[src/rtl/rpf_pkg.sv]
package rpf_pkg;

    localparam int LIST_DEPTH = 16;
    localparam int SLOT_W     = 4;
    localparam int COUNT_W    = 5;
    localparam int VAL_W      = 64;
    localparam int CFG_IDX_W  = 3;
    localparam int S_DATA_W   = 136;
    localparam int M_DATA_W   = 8;

    localparam logic [2:0] MODE_CMP     = 3'd0;
    localparam logic [2:0] MODE_BETWEEN = 3'd1;
    localparam logic [2:0] MODE_LIST    = 3'd2;
    localparam logic [2:0] MODE_NULL    = 3'd3;
    localparam logic [2:0] MODE_AND     = 3'd4;

    localparam logic [2:0] OP_LT = 3'd0;
    localparam logic [2:0] OP_LE = 3'd1;
    localparam logic [2:0] OP_GT = 3'd2;
    localparam logic [2:0] OP_GE = 3'd3;
    localparam logic [2:0] OP_EQ = 3'd4;
    localparam logic [2:0] OP_NE = 3'd5;

    localparam logic [CFG_IDX_W-1:0] REG_MODE          = 3'd0;
    localparam logic [CFG_IDX_W-1:0] REG_OP_A          = 3'd1;
    localparam logic [CFG_IDX_W-1:0] REG_OP_B          = 3'd2;
    localparam logic [CFG_IDX_W-1:0] REG_CONST_A       = 3'd3;
    localparam logic [CFG_IDX_W-1:0] REG_CONST_B       = 3'd4;
    localparam logic [CFG_IDX_W-1:0] REG_LIST_COUNT    = 3'd5;
    localparam logic [CFG_IDX_W-1:0] REG_TEST_NOT_NULL = 3'd6;

    typedef struct packed {
        logic              load;
        logic [SLOT_W-1:0] slot;
        logic [VAL_W-1:0]  key_a;
        logic              nan_a;
        logic              null_a;
        logic [VAL_W-1:0]  key_b;
        logic              nan_b;
        logic              null_b;
    } key_t;

    typedef struct packed {
        logic                  null_a;
        logic                  null_b;
        logic                  a_ca_lt;
        logic                  a_ca_eq;
        logic                  a_cb_lt;
        logic                  a_cb_eq;
        logic                  b_cb_lt;
        logic                  b_cb_eq;
        logic [LIST_DEPTH-1:0] hit;
    } cmp_t;

    function automatic logic is_nan(input logic [VAL_W-1:0] x);
        return (x[62:52] == 11'h7ff) && (x[51:0] != '0);
    endfunction

    function automatic logic [VAL_W-1:0] order_key(input logic [VAL_W-1:0] x);
        logic [VAL_W-1:0] z;
        z = (x[62:0] == '0) ? '0 : x;
        return z[63] ? ~z : {1'b1, z[62:0]};
    endfunction

    // {lt, eq} with NaN above everything and NaN equal to NaN
    function automatic logic [1:0] order(input logic [VAL_W-1:0] ka, input logic na,
                                         input logic [VAL_W-1:0] kb, input logic nb);
        logic [1:0] r;
        if (na && nb) begin
            r = 2'b01;
        end else if (na) begin
            r = 2'b00;
        end else if (nb) begin
            r = 2'b10;
        end else begin
            r = {ka < kb, ka == kb};
        end
        return r;
    endfunction

    function automatic logic op_true(input logic [2:0] op, input logic lt, input logic eq);
        logic r;
        case (op)
            OP_LT:   r = lt;
            OP_LE:   r = lt | eq;
            OP_GT:   r = !lt && !eq;
            OP_GE:   r = !lt;
            OP_EQ:   r = eq;
            OP_NE:   r = !eq;
            default: r = 1'b0;
        endcase
        return r;
    endfunction

endpackage

[src/rtl/rpf_key_stage.sv]
module rpf_key_stage (
    input  logic                       aclk,
    input  logic                       aresetn,
    input  logic                       adv,
    input  logic                       in_valid,
    input  logic                       in_kind,
    input  logic [rpf_pkg::VAL_W-1:0]  in_value_a,
    input  logic                       in_null_a,
    input  logic [rpf_pkg::VAL_W-1:0]  in_value_b,
    input  logic                       in_null_b,
    input  logic [rpf_pkg::SLOT_W-1:0] in_list_slot,
    output logic                       key_valid,
    output rpf_pkg::key_t              key_q
);
    import rpf_pkg::*;

    logic valid_reg;
    key_t key_reg;
    key_t key_next;

    always_comb begin
        key_next.load   = in_kind;
        key_next.slot   = in_list_slot;
        key_next.key_a  = order_key(in_value_a);
        key_next.nan_a  = is_nan(in_value_a);
        key_next.null_a = in_null_a;
        key_next.key_b  = order_key(in_value_b);
        key_next.nan_b  = is_nan(in_value_b);
        key_next.null_b = in_null_b;
    end

    always_ff @(posedge aclk) begin
        if (!aresetn) begin
            valid_reg <= 1'b0;
        end else if (adv) begin
            valid_reg <= in_valid;
        end
    end

    always_ff @(posedge aclk) begin
        if (adv) begin
            key_reg <= key_next;
        end
    end

    assign key_valid = valid_reg;
    assign key_q     = key_reg;

endmodule

[src/rtl/rpf_compare_stage.sv]
module rpf_compare_stage (
    input  logic                        aclk,
    input  logic                        aresetn,
    input  logic                        adv,
    input  logic                        key_valid,
    input  rpf_pkg::key_t               key_q,
    input  logic [rpf_pkg::VAL_W-1:0]   key_ca,
    input  logic                        nan_ca,
    input  logic [rpf_pkg::VAL_W-1:0]   key_cb,
    input  logic                        nan_cb,
    input  logic [rpf_pkg::COUNT_W-1:0] list_count,
    output logic                        cmp_valid,
    output rpf_pkg::cmp_t               cmp_q
);
    import rpf_pkg::*;

    logic [VAL_W-1:0] list_key_reg [LIST_DEPTH];
    logic             list_nan_reg [LIST_DEPTH];
    logic             valid_reg;
    cmp_t             cmp_reg;
    cmp_t             cmp_next;
    logic [1:0]       o_a_ca;
    logic [1:0]       o_a_cb;
    logic [1:0]       o_b_cb;

    always_comb begin
        o_a_ca = order(key_q.key_a, key_q.nan_a, key_ca, nan_ca);
        o_a_cb = order(key_q.key_a, key_q.nan_a, key_cb, nan_cb);
        o_b_cb = order(key_q.key_b, key_q.nan_b, key_cb, nan_cb);
        cmp_next.null_a  = key_q.null_a;
        cmp_next.null_b  = key_q.null_b;
        cmp_next.a_ca_lt = o_a_ca[1];
        cmp_next.a_ca_eq = o_a_ca[0];
        cmp_next.a_cb_lt = o_a_cb[1];
        cmp_next.a_cb_eq = o_a_cb[0];
        cmp_next.b_cb_lt = o_b_cb[1];
        cmp_next.b_cb_eq = o_b_cb[0];
        for (int i = 0; i < LIST_DEPTH; i++) begin
            cmp_next.hit[i] = (COUNT_W'(i) < list_count) &&
                (key_q.nan_a ? list_nan_reg[i]
                             : (!list_nan_reg[i] && key_q.key_a == list_key_reg[i]));
        end
    end

    // commit list loads in order with the rows around them
    always_ff @(posedge aclk) begin
        if (adv && key_valid && key_q.load) begin
            list_key_reg[key_q.slot] <= key_q.key_a;
            list_nan_reg[key_q.slot] <= key_q.nan_a;
        end
    end

    always_ff @(posedge aclk) begin
        if (!aresetn) begin
            valid_reg <= 1'b0;
        end else if (adv) begin
            valid_reg <= key_valid && !key_q.load;
        end
    end

    always_ff @(posedge aclk) begin
        if (adv) begin
            cmp_reg <= cmp_next;
        end
    end

    assign cmp_valid = valid_reg;
    assign cmp_q     = cmp_reg;

endmodule

[src/rtl/rpf_match_stage.sv]
module rpf_match_stage (
    input  logic          aclk,
    input  logic          aresetn,
    input  logic          adv,
    input  logic          cmp_valid,
    input  rpf_pkg::cmp_t cmp_q,
    input  logic [2:0]    mode,
    input  logic [2:0]    op_a,
    input  logic [2:0]    op_b,
    input  logic          test_not_null,
    output logic          out_valid,
    output logic          out_match
);
    import rpf_pkg::*;

    logic valid_reg;
    logic match_reg;
    logic match_next;

    always_comb begin
        unique case (mode)
            MODE_CMP:
                match_next = !cmp_q.null_a && op_true(op_a, cmp_q.a_ca_lt, cmp_q.a_ca_eq);
            MODE_BETWEEN:
                match_next = !cmp_q.null_a && op_true(OP_GE, cmp_q.a_ca_lt, cmp_q.a_ca_eq)
                             && op_true(OP_LE, cmp_q.a_cb_lt, cmp_q.a_cb_eq);
            MODE_LIST:
                match_next = !cmp_q.null_a && (|cmp_q.hit);
            MODE_NULL:
                match_next = test_not_null ? !cmp_q.null_a : cmp_q.null_a;
            MODE_AND:
                match_next = !cmp_q.null_a && op_true(op_a, cmp_q.a_ca_lt, cmp_q.a_ca_eq)
                             && !cmp_q.null_b
                             && op_true(op_b, cmp_q.b_cb_lt, cmp_q.b_cb_eq);
            default:
                match_next = 1'b0;
        endcase
    end

    always_ff @(posedge aclk) begin
        if (!aresetn) begin
            valid_reg <= 1'b0;
        end else if (adv) begin
            valid_reg <= cmp_valid;
        end
    end

    always_ff @(posedge aclk) begin
        if (adv) begin
            match_reg <= match_next;
        end
    end

    assign out_valid = valid_reg;
    assign out_match = match_reg;

endmodule

[src/rtl/row_predicate_filter.sv]
// Pipeline: three register stages (key, compare, match) lie between an accepted
// input transaction and its result on m_tdata.
// Throughput: one transaction per cycle; list loads give no result.
// Rate is set by the output register: a stalled result holds all three stages.
// Reset (aresetn low, synchronous) clears valid bits and configuration to zero.
// List entries are undefined until loaded.
module row_predicate_filter (
    input  logic                           aclk,
    input  logic                           aresetn,
    input  logic                           s_tvalid,
    output logic                           s_tready,
    // value_a[63:0], null_a[64], value_b[128:65], null_b[129], list_slot[133:130]
    input  logic [rpf_pkg::S_DATA_W-1:0]   s_tdata,
    // kind[0]
    input  logic                           s_tuser,
    output logic                           m_tvalid,
    input  logic                           m_tready,
    // match[0]
    output logic [rpf_pkg::M_DATA_W-1:0]   m_tdata,
    input  logic                           cfg_valid,
    output logic                           cfg_ready,
    input  logic [rpf_pkg::CFG_IDX_W-1:0]  cfg_index,
    input  logic [rpf_pkg::VAL_W-1:0]      cfg_data
);
    import rpf_pkg::*;

    logic [2:0]         mode_reg;
    logic [2:0]         op_a_reg;
    logic [2:0]         op_b_reg;
    logic [VAL_W-1:0]   const_a_reg;
    logic [VAL_W-1:0]   const_b_reg;
    logic [COUNT_W-1:0] list_count_reg;
    logic               test_not_null_reg;

    logic               adv;
    logic               key_valid;
    key_t               key_q;
    logic               cmp_valid;
    cmp_t               cmp_q;
    logic               out_match;

    assign adv       = !m_tvalid || m_tready;
    assign s_tready  = adv;
    assign cfg_ready = 1'b1;

    always_ff @(posedge aclk) begin
        if (!aresetn) begin
            mode_reg          <= '0;
            op_a_reg          <= '0;
            op_b_reg          <= '0;
            const_a_reg       <= '0;
            const_b_reg       <= '0;
            list_count_reg    <= '0;
            test_not_null_reg <= 1'b0;
        end else if (cfg_valid) begin
            unique case (cfg_index)
                REG_MODE:          mode_reg          <= cfg_data[2:0];
                REG_OP_A:          op_a_reg          <= cfg_data[2:0];
                REG_OP_B:          op_b_reg          <= cfg_data[2:0];
                REG_CONST_A:       const_a_reg       <= cfg_data;
                REG_CONST_B:       const_b_reg       <= cfg_data;
                REG_LIST_COUNT:    list_count_reg    <= cfg_data[COUNT_W-1:0];
                REG_TEST_NOT_NULL: test_not_null_reg <= cfg_data[0];
                default: ;
            endcase
        end
    end

    rpf_key_stage u_key (
        .aclk         (aclk),
        .aresetn      (aresetn),
        .adv          (adv),
        .in_valid     (s_tvalid),
        .in_kind      (s_tuser),
        .in_value_a   (s_tdata[63:0]),
        .in_null_a    (s_tdata[64]),
        .in_value_b   (s_tdata[128:65]),
        .in_null_b    (s_tdata[129]),
        .in_list_slot (s_tdata[133:130]),
        .key_valid    (key_valid),
        .key_q        (key_q)
    );

    rpf_compare_stage u_cmp (
        .aclk       (aclk),
        .aresetn    (aresetn),
        .adv        (adv),
        .key_valid  (key_valid),
        .key_q      (key_q),
        .key_ca     (order_key(const_a_reg)),
        .nan_ca     (is_nan(const_a_reg)),
        .key_cb     (order_key(const_b_reg)),
        .nan_cb     (is_nan(const_b_reg)),
        .list_count (list_count_reg),
        .cmp_valid  (cmp_valid),
        .cmp_q      (cmp_q)
    );

    rpf_match_stage u_match (
        .aclk          (aclk),
        .aresetn       (aresetn),
        .adv           (adv),
        .cmp_valid     (cmp_valid),
        .cmp_q         (cmp_q),
        .mode          (mode_reg),
        .op_a          (op_a_reg),
        .op_b          (op_b_reg),
        .test_not_null (test_not_null_reg),
        .out_valid     (m_tvalid),
        .out_match     (out_match)
    );

    assign m_tdata = {{(M_DATA_W-1){1'b0}}, out_match};

endmodule
[config.mk]
export PLATFORM = sky130hd
export DESIGN_NAME = row_predicate_filter
export DESIGN_NICKNAME = d
export VERILOG_FILES = /design/src/rtl/rpf_pkg.sv /design/src/rtl/rpf_key_stage.sv /design/src/rtl/rpf_compare_stage.sv /design/src/rtl/rpf_match_stage.sv /design/src/rtl/row_predicate_filter.sv
export SDC_FILE = /design/constraint.sdc
export NUM_CORES = 2
export LEC_CHECK = 0
export ABC_AREA = 1
export BUFFER_PORTS_ARGS = -buffer_cell sky130_fd_sc_hd__buf_2
export CORE_MARGIN = 3
export CORE_UTILIZATION = 32
export CTS_BUF_LIST = sky130_fd_sc_hd__clkbuf_4 sky130_fd_sc_hd__clkbuf_8
export CTS_CLUSTER_SIZE = 25
export DETAILED_ROUTE_END_ITERATION = 12
export MAX_ROUTING_LAYER = met4
export PLACE_DENSITY = 0.48
export SYNTH_ARGS = -nofsm -noshare
export SYNTH_HDL_FRONTEND = slang
export SYNTH_SLANG_ARGS = --single-unit
[constraint.sdc]
create_clock -name aclk -period 10 [get_ports aclk]
set_input_delay 1 -clock aclk [delete_from_list [all_inputs] [get_ports aclk]]
set_output_delay 1 -clock aclk [all_outputs]
set_load 0.05 [all_outputs]
== Word-level counts from Yosys, hierarchy flattened ==
Memory sizes are Yosys's and may differ from the RTL's.
Cells that the tools add are included.

* Magnitude comparators: 19
* Eq/ne operators: 43
* Multiplexer cells: 41
* Bitwise operators: 7
* Reductions and logical operators: 99

{| class="wikitable"
|+ Operators by type and width
! kind !! number
|-
| $eq 64x64->1 || 19
|-
| $mux 64 || 6
|-
| $not 64->64 || 4
|-
| $logic_not 63->1 || 4
|-
| $reduce_bool 52->1 || 4
|-
| $lt 64x64->1 || 3
|-
| $mux 63 || 2
|-
| $logic_and 1x1->1 || 51
|-
| $eq 11x11->1 const B || 4
|-
| $lt 4x5->1 const A || 8
|-
| $mux 1 || 27
|-
| $eq 3x2->1 const B || 8
|-
| $eq 3x3->1 const B || 8
|-
| $logic_not 1->1 || 24
|-
| $lt 3x5->1 const A || 4
|-
| $reduce_or 16->1 || 1
|-
| $reduce_and 2->1 || 7
|-
| $eq 3x1->1 const B || 4
|-
| $logic_not 3->1 || 4
|-
| $pmux 1 s6 || 2
|-
| $lt 1x5->1 const A || 2
|-
| $lt 2x5->1 const A || 2
|-
| $mux 2 || 3
|-
| $reduce_or 2->1 || 3
|-
| other kinds (3) || 5
|}

* Bits in registers: 308
* RAM bits: 1040
* Memories: 2

{| class="wikitable"
|+ Memory list
! name !! words !! bits a word !! read ports !! clocked after Yosys merged registers in !! write ports !! line !! RTL
|-
| u_cmp.list_key_reg || 16 || 64 || 16 || 0 || 1 || rpf_compare_stage.sv:17 || <nowiki>logic [VAL_W-1:0] list_key_reg [LIST_DEPTH];</nowiki>
|-
| u_cmp.list_nan_reg || 16 || 1 || 16 || 0 || 1 || rpf_compare_stage.sv:18 || <nowiki>logic list_nan_reg [LIST_DEPTH];</nowiki>
|}

== Depth between registers and ports, before layout ==
* Word-level depth: 8
* Gate-level depth with buffers: 25
* Depth with buffers taken out: 25

== Cells and area by module ==
Synthesis repeated with hierarchy kept, for this count alone.

* Cells, all modules: 6525
* Area, all modules: 66309.8 um^2

{| class="wikitable"
|+ Modules (own cells, without submodules)
! module !! times used !! cells each !! area an instance (um^2) !! seq. area each (um^2)
|-
| rpf_compare_stage || 1 || 4795 || 51683.3 || 31970.7
|-
| row_predicate_filter || 1 || 1084 || 7573.5 || 2862.7
|-
| rpf_key_stage || 1 || 578 || 6722.7 || 4134.0
|-
| rpf_match_stage || 1 || 68 || 330.3 || 50.0
|}

== Worst setup path after synthesis ==
OpenSTA, ideal clock, no wires.

* Path type: input-to-reg
* Start point: input port m_tready
* End point: memory u_cmp.list_key_reg[0][0] (enable)
* Arrival: 10282 ps
* Slack: -851 ps
* Stages: 4
* Path buffers: 0
* Cell sequence: nor2_1 inv_1 nand3_1 nor3_1

* Cells in the longest elaborated chain, start to end: 5

{| class="wikitable"
|+ RTL lines
! what !! line !! RTL
|-
| from (decl) || row_predicate_filter.sv:17 || <nowiki>input logic m_tready,</nowiki>
|-
| $logic_or 1x1->1 || row_predicate_filter.sv:42 || <nowiki>assign adv = !m_tvalid || m_tready;</nowiki>
|-
| via s_tready || row_predicate_filter.sv:11 || <nowiki>output logic s_tready,</nowiki>
|-
| $logic_and 1x1->1 (2 in a row) || rpf_compare_stage.sv:47 || <nowiki>if (adv && key_valid && key_q.load) begin</nowiki>
|-
| $mux 1 || rpf_compare_stage.sv:47 ||
|-
| $mux 1 (not written as such) || rpf_compare_stage.sv:48 || <nowiki>list_key_reg[key_q.slot] <= key_q.key_a;</nowiki>
|-
| to (decl) || rpf_compare_stage.sv:17 ||
|}

The timed path passes the listed nets, and every way through them passes these cells.

== Worst setup path after layout ==
* Start point: register const_b_reg[40]
* End point: register u_cmp.cmp_reg, in the netlist u_cmp.cmp_q[16] (data pin)

* Cells in the longest elaborated chain, start to end: 7
* Elaborated cells on any way between the ends: 10
* Classes of those cells: 1 x eq/ne; 4 x mux; 1 x bitwise; 4 x reduce/logical

{| class="wikitable"
|+ RTL lines
! what !! line !! RTL
|-
| from (decl) || row_predicate_filter.sv:31 || <nowiki>logic [VAL_W-1:0] const_b_reg;</nowiki>
|-
| from (signal assigned) || row_predicate_filter.sv:61 || <nowiki>REG_CONST_B: const_b_reg <= cfg_data;</nowiki>
|-
| $logic_not 63->1 || rpf_pkg.sv:61 || <nowiki>z = (x[62:0] == '0) ? '0 : x;</nowiki>
|-
| $mux 64 || rpf_pkg.sv:61 ||
|-
| $not 64->64 || rpf_pkg.sv:62 || <nowiki>return z[63] ? ~z : {1'b1, z[62:0]};</nowiki>
|-
| $mux 64 || rpf_pkg.sv:62 ||
|-
| $eq 64x64->1 || rpf_pkg.sv:76 || <nowiki>r = {ka < kb, ka == kb};</nowiki>
|-
| $mux 2 || rpf_pkg.sv:73 || <nowiki>end else if (nb) begin</nowiki>
|-
| $mux 1 || rpf_pkg.sv:71 || <nowiki>end else if (na) begin</nowiki>
|-
| to (signal assigned) || rpf_compare_stage.sv:63 || <nowiki>cmp_reg <= cmp_next;</nowiki>
|-
| to (decl) || rpf_compare_stage.sv:20 || <nowiki>cmp_t cmp_reg;</nowiki>
|}

Parallel ways exist; a longest one is shown, timed or not.
A chain may end at the register's enable or synchronous reset.

==> metrics.txt <==
status=completed; Net count, final=5840; Core Region=191000 µm²; Post-synth ARST share=0%; largest family of logic cells by synthesized area=XOR/XNOR gates; sequential share of power=49.3%; Clock Sinks=1348; #FFs+latches synth=1348; synth unique cells=60; P&R area growth vs syn=14.0%; post-route design area=70500 µm²; die width=446 µm; CP startpoint kind=register; grt met1 use=25.5%; layout cells sized above 1=14.1%; pin slew with the least headroom to its limit=1280 ps; Inserted Clock Buffers=223; post-route ant nets=0; total die area=199000 µm²; Worst VDD drop=0.148 mV; Worst Path Max Fanout=36; Comb pwr share=13.1%; post-synthesis mux area share=0%; Max transition margin=14.6%; Area after DPL=66100 µm²; GR Util met2=31.8%; DR vias/cell=4.99; Setup CP Type=register to register; Post-Place Cells=7730; grt ovf=0; initial antenna violation count=15; # resized after CTS=0; setup tns final=0 ps; xor/xnor cell area share of the yosys netlist=11.2%; switching part of the total=27.3%; Setup Fix Bufs, Post-CTS=0; Post-CTS Hold Fix Bufs=0; initial core utilization=32.4%; Simple-Gate Fraction of Synth Area=10.6%; Layout Cells excl Fill=8143; Avg Inst Size Synth=12.2 µm²; WL final=191 mm; internal power=0.00941 W; port buffer count=209; adder-cell area share of the yosys netlist=3.78%; Net Sw Power=0.00353 W; crit end category=register; Clock Skews=61.9 ps; RSZ-0062 raised after global routing=no; Mapped Cells=5090; Largest register FFs=1024; Final Hold Fails=0; register area share after synthesis=63.1%; maximum clock frequency=186 MHz; Post-synth EDFFs=1202; Worst Hold Class=input port to register; Rows=160; met3 usage=2.65%; DP Worst Slack=4400 ps; TritonCTS clock tree=yes; io pins=220; Pre-antenna DRT Iters=5; Compound-Gate Fraction of Synth Area=8.12%; wire per inst=23.5 µm; Final min period=5380 ps; H-tree depth reported by CTS=4; Slew Viols, Final=0; CTS root buf=clkbuf_8; power density over cell area=184 nW/µm²; Die Y=446 µm; DR vias=40600; Iter 0 DRT Violations=3196; synthesis warning total=0; Total Routing Usage GR=19.5%; Final WS setup=4620 ps; clock power share=37.6%; LEAKAGE=24.5 nW; total power=0.0129 W; DR DRC count=0; WP data required=10770 ps; RePlAce Congestion=0.851; Reg clk slew, reported paths=60 ps; first-pass GRT wire length=276 mm; Synth Cell Area=61900 µm²; gr busiest metal=met2; Max Cap Violations=0; ys flop type=edfxtp_1; vias in the first global route=39900; largest net degree at the start of global routing=110; setup violators final=0; dpl hpwl=124 mm; period utilization=53.8%; Worst EP arrival=6150 ps; Clock Latency Late Sink=990 ps; clk buf depth=3
==> cell usage in the layout, fill, tap and decap left out, types with 187 or more instances in the layout <==
master    count
nor2_1      465
ha_1        187
nand2_1     486
xor2_1      379
o21ai_0     377
clkbuf_8    233
edfxtp_1   1202
inv_1       210
buf_2       208
xnor2_1     412
==> synth_stat cells, types with 5 or more instances <==
cell	count	area share, %
o21ai_0	377	3.0
nand3_1	147	1.2
a31oi_1	7	0.071
a211oi_1	61	0.74
buf_2	110	0.89
a2111oi_0	9	0.13
o211ai_1	17	0.21
nor3_1	65	0.53
dfxtp_1	146	4.7
buf_8	6	0.15
xnor2_1	412	5.8
a211o_1	12	0.17
buf_4	14	0.17
or2_2	41	0.41
clkbuf_1	86	0.52
o22ai_1	58	0.59
nand3b_1	5	0.061
nor2_1	474	2.9
a21oi_1	179	1.4
xor2_1	379	5.4
o2111ai_1	45	0.64
nand2_1	486	2.9
a221oi_1	44	0.62
nor4_1	125	1.3
edfxtp_1	1202	58
inv_1	215	1.3
buf_6	7	0.13
ha_1	187	3.8
o21a_1	5	0.061
nand4_1	96	0.97
inv_2	12	0.073
==> power by group through the flow <==
stage | Sequential, W | Clock [W] | Combinational, W
4_1_cts | 0.00638 | 0.00501 | 0.00172
2_1_floorplan | 0.00657 | 0 | 0.000945
3_5_place_dp | 0.00650 | 0 | 0.00171
3_3_place_gp | 0.00650 | 0 | 0.00168
5_1_grt | 0.00639 | 0.00525 | 0.00187
6_report | 0.00638 | 0.00487 | 0.00169
==> cell type report <==
class / count / area [µm²]
diodes: 3 / 7.51
clock inverters: 87 / 534
well taps: 2511 / 3140
inverters: 231 / 873
repair buffers: 349 / 2100
clock buffers: 323 / 3880
flip-flops and latches: 1348 / 39000
fillers: 18600 / 121000
multi-input cells: 3291 / 21000
==> metal layers <==
layer / up-vias / routed length [µm]
li1: 19100 / -
met1: 20200 / 86200
met2: 1080 / 91600
met3: 241 / 9080
met4: 0 / 4580
met5: - / 0
==> worst max-delay path, cell delays in order (launching register included) <==
cell     delay (ps)
dfxtp_1         330
nor2_1          110
nand2_1          70
nor2_1          160
nand2_1         140
nor2_1          320
nand2_1         220
nand2_4         440
buf_4           580
inv_1           250
ha_1            370
nand2_1          90
nor4_1          650
nand4_1         430
nor4_1          620
nand3_1         140
o31ai_1         240
==> per-stage QoR <==
step                hold WS (ps)  util, %
floorplan                    400        -
global placement             417     34.6
finish                       212     36.9
CTS                         95.2     36.9
global route                 145     36.9
detailed placement           413     34.6
==> worst paths after layout <==
check                                      from          endpoint  slack, ps  cells past startpoint
worst max-delay path            const_b_reg[40]   u_cmp.cmp_q[16]       4620                     16
worst min register to register  u_key.key_q[66]   u_cmp.cmp_q[23]        440                      0
worst min-delay path                    s_tuser  u_key.key_q[136]        210                      1
worst max register to register  const_b_reg[40]   u_cmp.cmp_q[16]       4620                     16
==> cells by family (layout without fill, tap and decap cells) <==
| group | after synthesis | count (layout) |
|---|---|---|
| flops | 1348 | 1348 |
| fa+ha+maj | 187 | 187 |
| other cells | 2 | 11 |
| xor+xnor | 791 | 791 |
| simple gates | 1462 | 1462 |
| buf+inv | 457 | 990 |
| compound gates | 843 | 843 |
(Power assumes the default switching activity.)
